`config.mk`:
```
export PLATFORM = sky130hd
export DESIGN_NAME = length_prefixed_frame_fifo_top
export DESIGN_NICKNAME = d
export VERILOG_FILES = /design/src/design/lpff_pkg.sv /design/src/design/lpff_ctrl.sv /design/src/design/lpff_dp.sv /design/src/design/length_prefixed_frame_fifo_top.sv
export SDC_FILE = /design/constraint.sdc
export NUM_CORES = 2
export LEC_CHECK = 0
export ABC_AREA = 1
export BUFFER_PORTS_ARGS = -buffer_cell sky130_fd_sc_hd__buf_2
export CAP_MARGIN = 25
export CORE_ASPECT_RATIO = 1.1
export CORE_MARGIN = 5
export CORE_UTILIZATION = 30
export CTS_CLUSTER_SIZE = 16
export DETAILED_ROUTE_END_ITERATION = 8
export PLACE_DENSITY_LB_ADDON = 0.12
export SLEW_MARGIN = 20
export SYNTH_ARGS = -nofsm -noshare
export SYNTH_HDL_FRONTEND = slang
export SYNTH_SLANG_ARGS = --single-unit
```
`constraint.sdc`:
```
create_clock -name clk -period 20.4 [get_ports clk]
set_clock_uncertainty 0.05 [all_clocks]
set_input_delay 1.02 -clock clk [delete_from_list [all_inputs] [get_ports clk]]
set_output_delay 1.02 -clock clk [all_outputs]
set_load 0.02 [all_outputs]
```
`src/design/lpff_pkg.sv`:
```
// package for the length-prefixed frame fifo: payload structs, request and
// status codes, and the command/status structs between controller and datapath
`default_nettype none

package lpff_pkg;

  localparam int DATA_W = 8;
  localparam int CFG_W  = 9;

  localparam logic [1:0] REQ_START = 2'd0;
  localparam logic [1:0] REQ_WRITE = 2'd1;
  localparam logic [1:0] REQ_READ  = 2'd2;

  localparam logic [2:0] ST_OK      = 3'd0;
  localparam logic [2:0] ST_NOSPACE = 3'd1;
  localparam logic [2:0] ST_EMPTY   = 3'd2;
  localparam logic [2:0] ST_BADLEN  = 3'd3;
  localparam logic [2:0] ST_IGNORED = 3'd4;

  typedef struct packed {
    logic [1:0]        req_type;
    logic [DATA_W-1:0] data_in;
    logic [DATA_W-1:0] frame_len;
  } in_item_t;

  typedef struct packed {
    logic [DATA_W-1:0] data_out;
    logic [DATA_W-1:0] frame_len_out;
    logic              last;
    logic [2:0]        status;
  } out_item_t;

  typedef struct packed {
    logic accept;     // input item taken this cycle
    logic finish_rd;  // memory data ready, retire the pending pop
    logic cfg_write;  // ring size register written
  } lpff_cmd_t;

  typedef struct packed {
    logic pop_needed; // accepted item would pop a byte from the ring
    logic out_free;   // output register can take a new result
  } lpff_stat_t;

endpackage

`default_nettype wire

```
`src/design/lpff_ctrl.sv`:
```
// controller for the length-prefixed frame fifo: handshakes and the two-state
// sequencer around the registered ring read; uses lpff_pkg
`default_nettype none

module lpff_ctrl (
  input  wire logic               clk,
  input  wire logic               rst,
  input  wire logic               in_valid,
  output logic                    in_stall,
  input  wire logic               cfg_valid,
  output logic                    cfg_ready,
  input  wire lpff_pkg::lpff_stat_t stat,
  output lpff_pkg::lpff_cmd_t     cmd
);
  import lpff_pkg::*;

  localparam logic S_IDLE = 1'b0;
  localparam logic S_RD   = 1'b1;

  logic state;
  logic state_next;

  always_comb begin
    in_stall      = !((state == S_IDLE) && stat.out_free);
    cfg_ready     = (state == S_IDLE);
    cmd.accept    = in_valid && !in_stall;
    cmd.finish_rd = (state == S_RD) && stat.out_free;
    cmd.cfg_write = cfg_valid && cfg_ready;
  end

  always_comb begin
    state_next = state;
    case (state)
      S_IDLE: begin
        if (cmd.accept && stat.pop_needed) begin
          state_next = S_RD;
        end
      end
      S_RD: begin
        if (cmd.finish_rd) begin
          state_next = S_IDLE;
        end
      end
      default: state_next = S_IDLE;
    endcase
  end

  always_ff @(posedge clk) begin
    if (rst) begin
      state <= S_IDLE;
    end else begin
      state <= state_next;
    end
  end

endmodule

`default_nettype wire

```
`src/design/lpff_dp.sv`:
```
// datapath for the length-prefixed frame fifo: ring memory, indices, frame
// counters, size register and output register; uses lpff_pkg
`default_nettype none

module lpff_dp #(
  parameter int DEPTH = 256
) (
  input  wire logic                        clk,
  input  wire logic                        rst,
  input  wire lpff_pkg::in_item_t          in_item,
  input  wire logic [lpff_pkg::CFG_W-1:0]  cfg_data,
  input  wire logic                        out_stall,
  output logic                             out_valid,
  output lpff_pkg::out_item_t              out_item,
  input  wire lpff_pkg::lpff_cmd_t         cmd,
  output lpff_pkg::lpff_stat_t             stat
);
  import lpff_pkg::*;

  localparam int RING_MAX = (DEPTH < 256) ? DEPTH : 256;
  localparam int IDX_W    = $clog2(RING_MAX);
  localparam int SZ_W     = $clog2(RING_MAX + 1);
  localparam logic [SZ_W-1:0] SZ_MAX = SZ_W'(RING_MAX);
  localparam logic [SZ_W-1:0] SZ_MIN = SZ_W'(2);

  logic [DATA_W-1:0] ring [RING_MAX];
  logic [DATA_W-1:0] mem_q;

  logic [SZ_W-1:0]   size;
  logic [IDX_W-1:0]  rd_idx, rd_idx_next;
  logic [IDX_W-1:0]  wr_idx, wr_idx_next;
  logic [DATA_W-1:0] wr_left, wr_left_next;
  logic [DATA_W-1:0] rd_left, rd_left_next;
  logic [DATA_W-1:0] cur_len, cur_len_next;

  logic [SZ_W-1:0]   used;
  logic [SZ_W-1:0]   free_cnt;
  logic [IDX_W-1:0]  wr_inc, rd_inc;
  logic [SZ_W-1:0]   wr_sum, rd_sum;
  logic              push;
  logic [DATA_W-1:0] push_data;
  logic              load;
  out_item_t         res;
  logic [SZ_W-1:0]   cfg_size;

  // used count and wrapped successors of both indices
  always_comb begin
    if (wr_idx >= rd_idx) begin
      used = SZ_W'(wr_idx) - SZ_W'(rd_idx);
    end else begin
      used = size - (SZ_W'(rd_idx) - SZ_W'(wr_idx));
    end
    free_cnt = size - used - SZ_W'(1);
    wr_sum   = SZ_W'(wr_idx) + SZ_W'(1);
    rd_sum   = SZ_W'(rd_idx) + SZ_W'(1);
    wr_inc   = (wr_sum >= size) ? '0 : wr_sum[IDX_W-1:0];
    rd_inc   = (rd_sum >= size) ? '0 : rd_sum[IDX_W-1:0];
  end

  always_comb begin
    stat.pop_needed = (in_item.req_type == REQ_READ) && (rd_idx != wr_idx);
    stat.out_free   = !out_valid || !out_stall;
  end

  always_comb begin
    cfg_size = (cfg_data < CFG_W'(SZ_MIN)) ? SZ_MIN :
               (cfg_data > CFG_W'(SZ_MAX)) ? SZ_MAX : cfg_data[SZ_W-1:0];
  end

  always_comb begin
    rd_idx_next  = rd_idx;
    wr_idx_next  = wr_idx;
    wr_left_next = wr_left;
    rd_left_next = rd_left;
    cur_len_next = cur_len;
    push         = 1'b0;
    push_data    = in_item.data_in;
    res.data_out      = '0;
    res.frame_len_out = cur_len;
    res.last          = 1'b0;
    res.status        = ST_IGNORED;

    if (cmd.finish_rd) begin
      if (rd_left == '0) begin
        // length byte at a frame boundary
        res.frame_len_out = mem_q;
        if (mem_q == '0 || {1'b0, mem_q} > 9'(used)) begin
          rd_idx_next  = wr_idx;
          wr_left_next = '0;
          rd_left_next = '0;
          cur_len_next = '0;
          res.status   = ST_BADLEN;
        end else begin
          rd_idx_next  = rd_inc;
          rd_left_next = mem_q;
          cur_len_next = mem_q;
          res.status   = ST_OK;
        end
      end else begin
        res.data_out = mem_q;
        rd_idx_next  = rd_inc;
        rd_left_next = rd_left - DATA_W'(1);
        res.last     = (rd_left == DATA_W'(1));
        res.status   = ST_OK;
      end
    end else if (cmd.accept) begin
      case (in_item.req_type)
        REQ_START: begin
          if (wr_left != '0) begin
            res.status = ST_IGNORED;
          end else if ({1'b0, free_cnt} >= 10'(in_item.frame_len) + 10'd1) begin
            push         = 1'b1;
            push_data    = in_item.frame_len;
            wr_idx_next  = wr_inc;
            wr_left_next = in_item.frame_len;
            res.status   = ST_OK;
          end else begin
            res.status = ST_NOSPACE;
          end
        end
        REQ_WRITE: begin
          if (wr_left == '0) begin
            res.status = ST_IGNORED;
          end else if (wr_inc == rd_idx) begin
            res.status = ST_NOSPACE;
          end else begin
            push         = 1'b1;
            wr_idx_next  = wr_inc;
            wr_left_next = wr_left - DATA_W'(1);
            res.status   = ST_OK;
          end
        end
        REQ_READ: begin
          if (rd_idx == wr_idx) begin
            res.status = ST_EMPTY;
          end
        end
        default: res.status = ST_IGNORED;
      endcase
    end
  end

  assign load = (cmd.accept && !stat.pop_needed) || cmd.finish_rd;

  always_ff @(posedge clk) begin
    if (push) begin
      ring[wr_idx] <= push_data;
    end
    if (cmd.accept && stat.pop_needed) begin
      mem_q <= ring[rd_idx];
    end
  end

  always_ff @(posedge clk) begin
    if (rst) begin
      size    <= SZ_MAX;
      rd_idx  <= '0;
      wr_idx  <= '0;
      wr_left <= '0;
      rd_left <= '0;
      cur_len <= '0;
    end else if (cmd.cfg_write) begin
      size    <= cfg_size;
      rd_idx  <= '0;
      wr_idx  <= '0;
      wr_left <= '0;
      rd_left <= '0;
      cur_len <= '0;
    end else begin
      rd_idx  <= rd_idx_next;
      wr_idx  <= wr_idx_next;
      wr_left <= wr_left_next;
      rd_left <= rd_left_next;
      cur_len <= cur_len_next;
    end
  end

  always_ff @(posedge clk) begin
    if (rst) begin
      out_valid <= 1'b0;
    end else begin
      out_valid <= load || (out_valid && out_stall);
    end
  end

  always_ff @(posedge clk) begin
    if (load) begin
      out_item <= res;
    end
  end

endmodule

`default_nettype wire

```
`src/design/length_prefixed_frame_fifo_top.sv`:
```
// Length-prefixed frame fifo: a byte ring holding frames, each stored as a
// length byte followed by that many data bytes, one slot always kept empty.
// Every request gives exactly one result item. Start and write requests, and
// reads of an empty ring, load their result into the output register
// directly; a read that pops a byte goes first through the registered read
// port of the ring memory. The result waits in an output register; while a
// result is held there by a stall the input is stalled too, and a new request
// is taken in the cycle the held result leaves. Writing the size register
// empties the ring. Depends on lpff_pkg, lpff_ctrl and lpff_dp.
`default_nettype none

module length_prefixed_frame_fifo_top #(
  parameter int DEPTH = 256
) (
  input  wire logic                        clk,
  input  wire logic                        rst,
  input  wire logic                        in_valid,
  output logic                             in_stall,
  input  wire lpff_pkg::in_item_t          in_item,
  output logic                             out_valid,
  input  wire logic                        out_stall,
  output lpff_pkg::out_item_t              out_item,
  input  wire logic                        cfg_valid,
  output logic                             cfg_ready,
  input  wire logic [lpff_pkg::CFG_W-1:0]  cfg_data
);
  import lpff_pkg::*;

  lpff_cmd_t  cmd;
  lpff_stat_t stat;

  lpff_ctrl u_ctrl (
    .clk       (clk),
    .rst       (rst),
    .in_valid  (in_valid),
    .in_stall  (in_stall),
    .cfg_valid (cfg_valid),
    .cfg_ready (cfg_ready),
    .stat      (stat),
    .cmd       (cmd)
  );

  lpff_dp #(
    .DEPTH (DEPTH)
  ) u_dp (
    .clk       (clk),
    .rst       (rst),
    .in_item   (in_item),
    .cfg_data  (cfg_data),
    .out_stall (out_stall),
    .out_valid (out_valid),
    .out_item  (out_item),
    .cmd       (cmd),
    .stat      (stat)
  );

endmodule

`default_nettype wire
```
* Yosys cells after proc, flatten, opt, wreduce, memory -nomap -nowiden
Memories as Yosys holds them, arrays and structs flattened. A register that Yosys moved wholly into a read port is not among the register bits.
Cells that the tools add are included.
W data, S select, Z words.
** Word-level totals
- Memories kept :: 1
- Register bits after elaboration :: 71
- Memory bits (read-only) :: 0
- Bits of input ports :: 32
- Bits in writable memories :: 2048
- Word-level logic and storage cells :: 130
- Latch bits :: 0
** Memory list
- u_dp.ring :: depth 256, bits a word 8, read ports 1, clocked after Yosys merged registers in 1, write ports 1, RTL line lpff_dp.sv:26 : logic [DATA_W-1:0] ring [RING_MAX];
** Cells by class
- Muxes and demuxes :: 53
- Equality and inequality tests :: 16
- $mul :: 0
- Bitwise logic cells :: 2
- Reduce and logical (&&, ||, !) cells :: 29
- Add/subtract/negate cells :: 10
- Magnitude comparators :: 7
- Divide/modulo/power cells :: 0
- Shift operators :: 0
** Operator list (count)
- $mux W8 :: 24
- $mux W9 :: 4
- $pmux W8 S2 :: 2
- $add A8 B1 Y9 const B :: 3
- $logic_not A8 Y1 :: 3
- $ge A9 B9 Y1 :: 2
- $sub A8 B8 Y9 :: 2
- $sub A9 B9 Y9 :: 2
- $eq A8 B8 Y1 :: 2
- $sub A8 B1 Y8 const B :: 2
- $mux W3 :: 5
- $mux W1 :: 13
- $ge A9 B10 Y1 :: 1
- $ne A2 B2 Y1 const B :: 5
- $gt A8 B9 Y1 :: 1
- $gt A9 B9 Y1 const B :: 1
- $lt A9 B2 Y1 const B :: 1
- $ne A3 B2 Y1 const B :: 3
- $pmux W3 S3 :: 1
- $sub A9 B1 Y9 const B :: 1
- $eq A8 B1 Y1 const B :: 1
- $ge A8 B8 Y1 :: 1
- $logic_and A1 B1 Y1 :: 8
- $ne A8 B8 Y1 :: 1
- 17 further kinds :: 28

* Logic depth before layout (Yosys ltp)
- Word-level depth :: 13
- Gate-level depth with buffers :: 38
- Gate-level depth less buffers :: 35

* Cells and area by module
Synthesis repeated with hierarchy kept, for this count alone.
** Second synthesis, totals
- Cells, all modules :: 6518
- Area total of the unflattened synthesis :: 85828.6 um^2
** By module, submodules not included
- lpff_dp :: seq. area each 63340.7 um^2, instances 1, area each 85757.2 um^2, cells an instance 6506
- lpff_ctrl :: seq. area each 20.0 um^2, instances 1, area each 71.3 um^2, cells an instance 12

* Least setup slack after synthesis
Ideal clock, no wire load.
- Path kind :: flip-flop to flip-flop
- Start point :: reg u_dp.rd_idx[2]
- End point :: mem u_dp.ring[0][1], data pin
- Cell stages (with the launch flop) :: 31
- Data required time :: 18.161 ns
- Path buffers :: 5
- Path slack :: 3.627 ns
- Clock period less this slack :: 16.773 ns
- Arrival time :: 14.535 ns
- Cell sequence :: dfxtp_1 > inv_1 > buf_2 > buf_1 > clkbuf_1 > ha_1 > nand2_1 > nand2_1 > nand2_1 > nand3_1 > nand2_1 > nand2_1 > buf_4 > nand2_1 > o21ai_0 > ha_1 > fa_1 > nand3_1 > nand3_1 > nand2_1 > nor2_1 > o21a_1 > xor2_1 > ha_1 > nand2_1 > nor4_1 > a21oi_1 > inv_1 > nand4_1 > clkbuf_1 > o21ai_0
** On the way
- Word-level cells in the longest chain between the ends :: 11
** RTL lines
- from (decl) :: RTL line lpff_dp.sv:30 : logic [IDX_W-1:0] rd_idx, rd_idx_next;
- from (signal assigned) :: RTL line lpff_dp.sv:170 : rd_idx <= rd_idx_next;
- $sub A8 B8 Y9 :: RTL line lpff_dp.sv:51 : used = size - (SZ_W'(rd_idx) - SZ_W'(wr_idx));
- $sub A9 B9 Y9 :: RTL line lpff_dp.sv:51
- $mux W9 (*) :: RTL line lpff_dp.sv:48 : if (wr_idx >= rd_idx) begin
- $sub A9 B9 Y9 (*) :: RTL line lpff_dp.sv:53 : free_cnt = size - used - SZ_W'(1);
- $sub A9 B1 Y9 (*) :: RTL line lpff_dp.sv:53
- $ge A9 B10 Y1 (*) :: RTL line lpff_dp.sv:111 : end else if ({1'b0, free_cnt} >= 10'(in_item.frame_len) + 10'd1) begin
- $mux W8 (*) :: RTL line lpff_dp.sv:111
- $mux W8 (*) :: RTL line lpff_dp.sv:109 : if (wr_left != '0) begin
- $mux W8 (*) :: RTL line lpff_dp.sv:107 : case (in_item.req_type)
- $mux W8 (*) :: RTL line lpff_dp.sv:106 : end else if (cmd.accept) begin
- $mux W8 (*) :: RTL line lpff_dp.sv:83 : if (cmd.finish_rd) begin
- named net u_dp.push_data[1] :: RTL line lpff_dp.sv:41 : logic [DATA_W-1:0] push_data;
- to (decl) :: RTL line lpff_dp.sv:26
Mark *: on every way through the listed nets, which the timed path passes. The rest lies on a longest branch.

* Worst setup path in the final report
- Start point :: reg u_dp.rd_idx[6]
- End point :: mem u_dp.ring[228][5], data pin
Same word-level chain as after synthesis.

==> results.rst <==
.. list-table::
   :header-rows: 1

   * - Metric
     - Value
   * - Headroom to the max-slew limit
     - 19.8%
   * - Maximum buffer depth of the clock tree
     - 4
   * - Number of port buffers
     - 54
   * - # resized after CTS
     - 0
   * - Clock Latency Late Sink
     - 0.91 ns
   * - Vias in the first global route
     - 56900
   * - Transition time of the tightest slew-check pin
     - 1.20 ns
   * - Core footprint
     - 289000 um2
   * - Multi-input combinational cell area
     - 21000 um2
   * - Net count of the finished layout
     - 6734
   * - Final Max Tran Viols
     - 0
   * - Peak supply drop
     - 0.0000595 V
   * - Starting DRC count in detailed routing
     - 5226
   * - Hold violation count in the final report
     - 0
   * - Number of buffers inserted by hold repair at cts
     - 0
   * - Post-route DRC violation count
     - 0
   * - Root Buffer Master
     - sky130_fd_sc_hd__clkbuf_16
   * - Starting density of the core
     - 30.1%
   * - Category of the worst setup path launch point
     - flip-flop
   * - Total routing resource utilization after global routing
     - 19.3%
   * - Wire length per cell
     - 28.0 um
   * - Setup violators final
     - 0
   * - Comb pwr share
     - 7.4%
   * - Worst path top cell family by delay
     - buffers and inverters
   * - P per Cell Area
     - 99.7 nW/um2
   * - Global route overflow
     - 0
   * - Sequential share of the synthesized area
     - 73.0%
   * - Dominant register cell in the synthesized netlist
     - sky130_fd_sc_hd__edfxtp_1
   * - Final GP Congestion
     - 0.843
   * - Maximum number of pins on one net before global-route repair
     - 195
   * - Die W
     - 523 um
   * - Stage delay of the slowest cell on the critical path
     - 0.87 ns
   * - Path category of the worst min-delay check
     - input port to flip-flop
   * - Number of flip-flops and latches in the synthesized netlist
     - 2127
   * - Setup repair after global routing missed its margin
     - false
   * - CTS HTree Levels
     - 4
   * - Via count
     - 56600
   * - Global-route wire length before repair
     - 424 mm
   * - Crit path DAT
     - 9.85 ns
   * - Area of the die
     - 300000 um2
   * - Post-detail-place hpwl
     - 176 mm
   * - Syn Area/Cell
     - 12.9 um2
   * - Portion of total power attributed to sequential cells
     - 50.7%
   * - CTS tree
     - yes
   * - Lkg Pwr
     - 31.4 nW
   * - Cell type of the slowest stage on the worst timing path
     - sky130_fd_sc_hd__dfxtp_1
   * - Number of buffers created by CTS
     - 229
   * - Layout fillers
     - 28500
   * - Final critical-path share of the clock period
     - 45.7%
   * - NetSw
     - 2.34 mW
   * - Setup repair bufs after CTS
     - 0
   * - Post-synth EDFFs
     - 2076
   * - Post-synthesis instance area
     - 86800 um2
   * - Internal power
     - 7.47 mW
   * - Total wirelength of the detailed-routed design
     - 299 mm
   * - Vias per inst
     - 5.30
   * - Number of standard cells in the layout, taps in and fillers out
     - 10700
   * - Required time reported for the critical path endpoint
     - 20.92 ns
   * - Switching Fraction
     - 23.9%
   * - Async set-or-reset flop fraction in the synthesized netlist
     - 0%
   * - Total nets after synthesis
     - 6828
   * - Rows
     - 207
   * - Drt pass-1 iters
     - 6
   * - Clock-pin slew of the registers on the worst-case setup and hold paths
     - 0.06 ns
   * - Commonest non-fill, non-tap cell in the layout
     - sky130_fd_sc_hd__edfxtp_1
   * - Number of nets still failing antenna checks after routing
     - 0
   * - Area taken by flip-flops and latches
     - 63400 um2
   * - Height of the die
     - 574 um
   * - I/O Pins
     - 55
   * - Number of max-cap violations
     - 0
   * - Layout cells sized above 1
     - 8.42%
   * - Crit Path Max Fanout
     - 65
   * - Worst Path Class, Setup
     - flip-flop to flip-flop
   * - Placed cells
     - 10300
   * - Post-Synthesis Cells
     - 6720
   * - Buffer and inverter count on the worst path
     - 8
   * - Outcome
     - finished clean
   * - Critical Path Most Common Cell
     - sky130_fd_sc_hd__buf_4
   * - Initial antenna violation count
     - 14
   * - Final total negative setup slack
     - 0 ns
   * - Critical Path End Type
     - flip-flop
   * - Unique cell type count in the Yosys netlist
     - 49
   * - Max Freq
     - 107 MHz
   * - Top library cells by usage in the layout, fill and taps aside
     - sky130_fd_sc_hd__edfxtp_1 (2076), sky130_fd_sc_hd__nor2_1 (1179), sky130_fd_sc_hd__o21ai_0 (953)
   * - Total number of clock tree sinks
     - 2127
   * - Count of yosys warnings during synthesis
     - 0
   * - Layout Area Growth over Synthesis
     - 13.3%
   * - Clock power frac
     - 41.9%
   * - Minimum clock period
     - 9.32 ns
## through the flow
stage                     instance area (um2)  utilization, %  worst slack, ns  hold WS, ns  total power [mW]
after floorplan                         86800               -             3.63        0.396              5.57
after global placement                  91100            31.6            11.10        0.419              5.81
after detailed placement                91100            31.6            11.06        0.420              5.81
after CTS                               98300            34.1            11.05        0.250              9.92
after global routing                    98300            34.1            10.30        0.262              10.1
final                                   98300            34.1            11.08        0.311              9.81
## worst reg2reg max path: cells and delay by family (launching register included)
family,cells,cell delay [ns]
fa+ha+maj,3,1.09
simple gates,8,1.24
xor+xnor,1,0.17
buf+inv,8,3.96
compound gates,8,1.20
flops,1,0.87
mux,1,0.41
## flip-flops by register name, indices dropped and copies added, names as in the netlist
register        count
u_dp.wr_idx         8
u_dp.size           9
u_dp.cur_len        8
u_ctrl.state        1
u_dp.mem_q          8
u_dp.ring        2048
u_dp.out_valid      1
u_dp.out_item      20
u_dp.rd_left        8
u_dp.rd_idx         8
u_dp.wr_left        8
## layout make-up
class,instances,share of cell area (%)
diodes,4,0.0102
clock buffers,288,6.14
clock inverters,124,1.21
inverters,164,0.654
multi-input cells,3943,21.4
flip-flops and latches,2127,64.5
well taps,3866,4.92
repair buffers,161,1.20
## logic make-up (layout without fill, tap and decap cells)
kind of cell             Yosys count  count (layout)  share of synthesized area [%]
AO/OA/AOI/OAI                   1886            1886                           13.2
XOR/XNOR                          38              38                          0.383
adder cells (fa/ha/maj)           76              76                           1.18
buffers and inverters            650             737                           3.00
flip-flops                      2127            2127                           73.0
multiplexers                       1               1                         0.0115
other                              0               4                              0
AND/OR/NAND/NOR                 1942            1942                           9.21
## per-layer routing
metal  up-vias  share of wire (%)  global-route usage (%)
met1     29200                 43                    25.8
li1      25100                  -                       -
met2      1846                 48                    32.3
met3       430                5.2                    2.68
met5         -              0.011                       0
met4         4                3.4                    6.17
## cells in the mapped netlist, types with 3 or more instances
cell | instances | area (um2)
sky130_fd_sc_hd__or2_2 | 4 | 25.0
sky130_fd_sc_hd__nand3b_1 | 4 | 30.0
sky130_fd_sc_hd__a21boi_0 | 3 | 22.5
sky130_fd_sc_hd__a31oi_1 | 15 | 93.8
sky130_fd_sc_hd__and3_1 | 7 | 43.8
sky130_fd_sc_hd__inv_2 | 8 | 30.0
sky130_fd_sc_hd__buf_4 | 9 | 67.6
sky130_fd_sc_hd__o311ai_0 | 7 | 61.3
sky130_fd_sc_hd__nor2_1 | 1185 | 4450
sky130_fd_sc_hd__nor2_2 | 26 | 163
sky130_fd_sc_hd__o41ai_1 | 9 | 78.8
sky130_fd_sc_hd__nand3_2 | 7 | 70.1
sky130_fd_sc_hd__buf_6 | 6 | 67.6
sky130_fd_sc_hd__nand3_1 | 297 | 1490
sky130_fd_sc_hd__buf_2 | 54 | 270
sky130_fd_sc_hd__fa_1 | 10 | 200
sky130_fd_sc_hd__a211oi_1 | 40 | 300
sky130_fd_sc_hd__o21bai_1 | 4 | 30.0
sky130_fd_sc_hd__nor3_1 | 12 | 60.1
sky130_fd_sc_hd__buf_1 | 26 | 97.6
sky130_fd_sc_hd__nand2_1 | 367 | 1380
sky130_fd_sc_hd__o22ai_1 | 62 | 388
sky130_fd_sc_hd__o221ai_1 | 418 | 3660
sky130_fd_sc_hd__clkbuf_1 | 390 | 1460
sky130_fd_sc_hd__edfxtp_1 | 2076 | 62300
sky130_fd_sc_hd__clkinv_1 | 4 | 15.0
sky130_fd_sc_hd__xor2_1 | 31 | 272
sky130_fd_sc_hd__nand2_4 | 10 | 113
sky130_fd_sc_hd__o211ai_1 | 62 | 465
sky130_fd_sc_hd__ha_1 | 66 | 826
sky130_fd_sc_hd__nor4_1 | 5 | 31.3
sky130_fd_sc_hd__xnor2_1 | 7 | 61.3
sky130_fd_sc_hd__o21ai_0 | 962 | 4810
sky130_fd_sc_hd__o21a_1 | 4 | 30.0
sky130_fd_sc_hd__nand4_1 | 12 | 75.1
sky130_fd_sc_hd__a21oi_1 | 290 | 1450
sky130_fd_sc_hd__dfxtp_1 | 51 | 1020
sky130_fd_sc_hd__a21o_1 | 3 | 22.5
sky130_fd_sc_hd__o21ai_1 | 3 | 15.0
sky130_fd_sc_hd__inv_1 | 152 | 571
## power by group through the flow
stage | combinational (mW) | clock [mW] | sequential, mW
finish | 0.728 | 4.11 | 4.97
detailed placement | 0.744 | 0 | 5.06
CTS | 0.745 | 4.20 | 4.97
global placement | 0.750 | 0 | 5.06
floorplan | 0.355 | 0 | 5.22
global route | 0.794 | 4.38 | 4.97
## worst paths after layout
path	cells past startpoint	startpoint	slack, ns	end
hold / removal	2	rst	0.31	u_dp.out_valid
hold reg to reg	2	u_dp.cur_len[7]	0.43	u_dp.cur_len[7]
setup / recovery	29	u_dp.rd_idx[6]	11.08	u_dp.ring[228][5]
setup reg to reg	29	u_dp.rd_idx[6]	11.08	u_dp.ring[228][5]
Note: power is estimated with default switching activity, not from simulation.
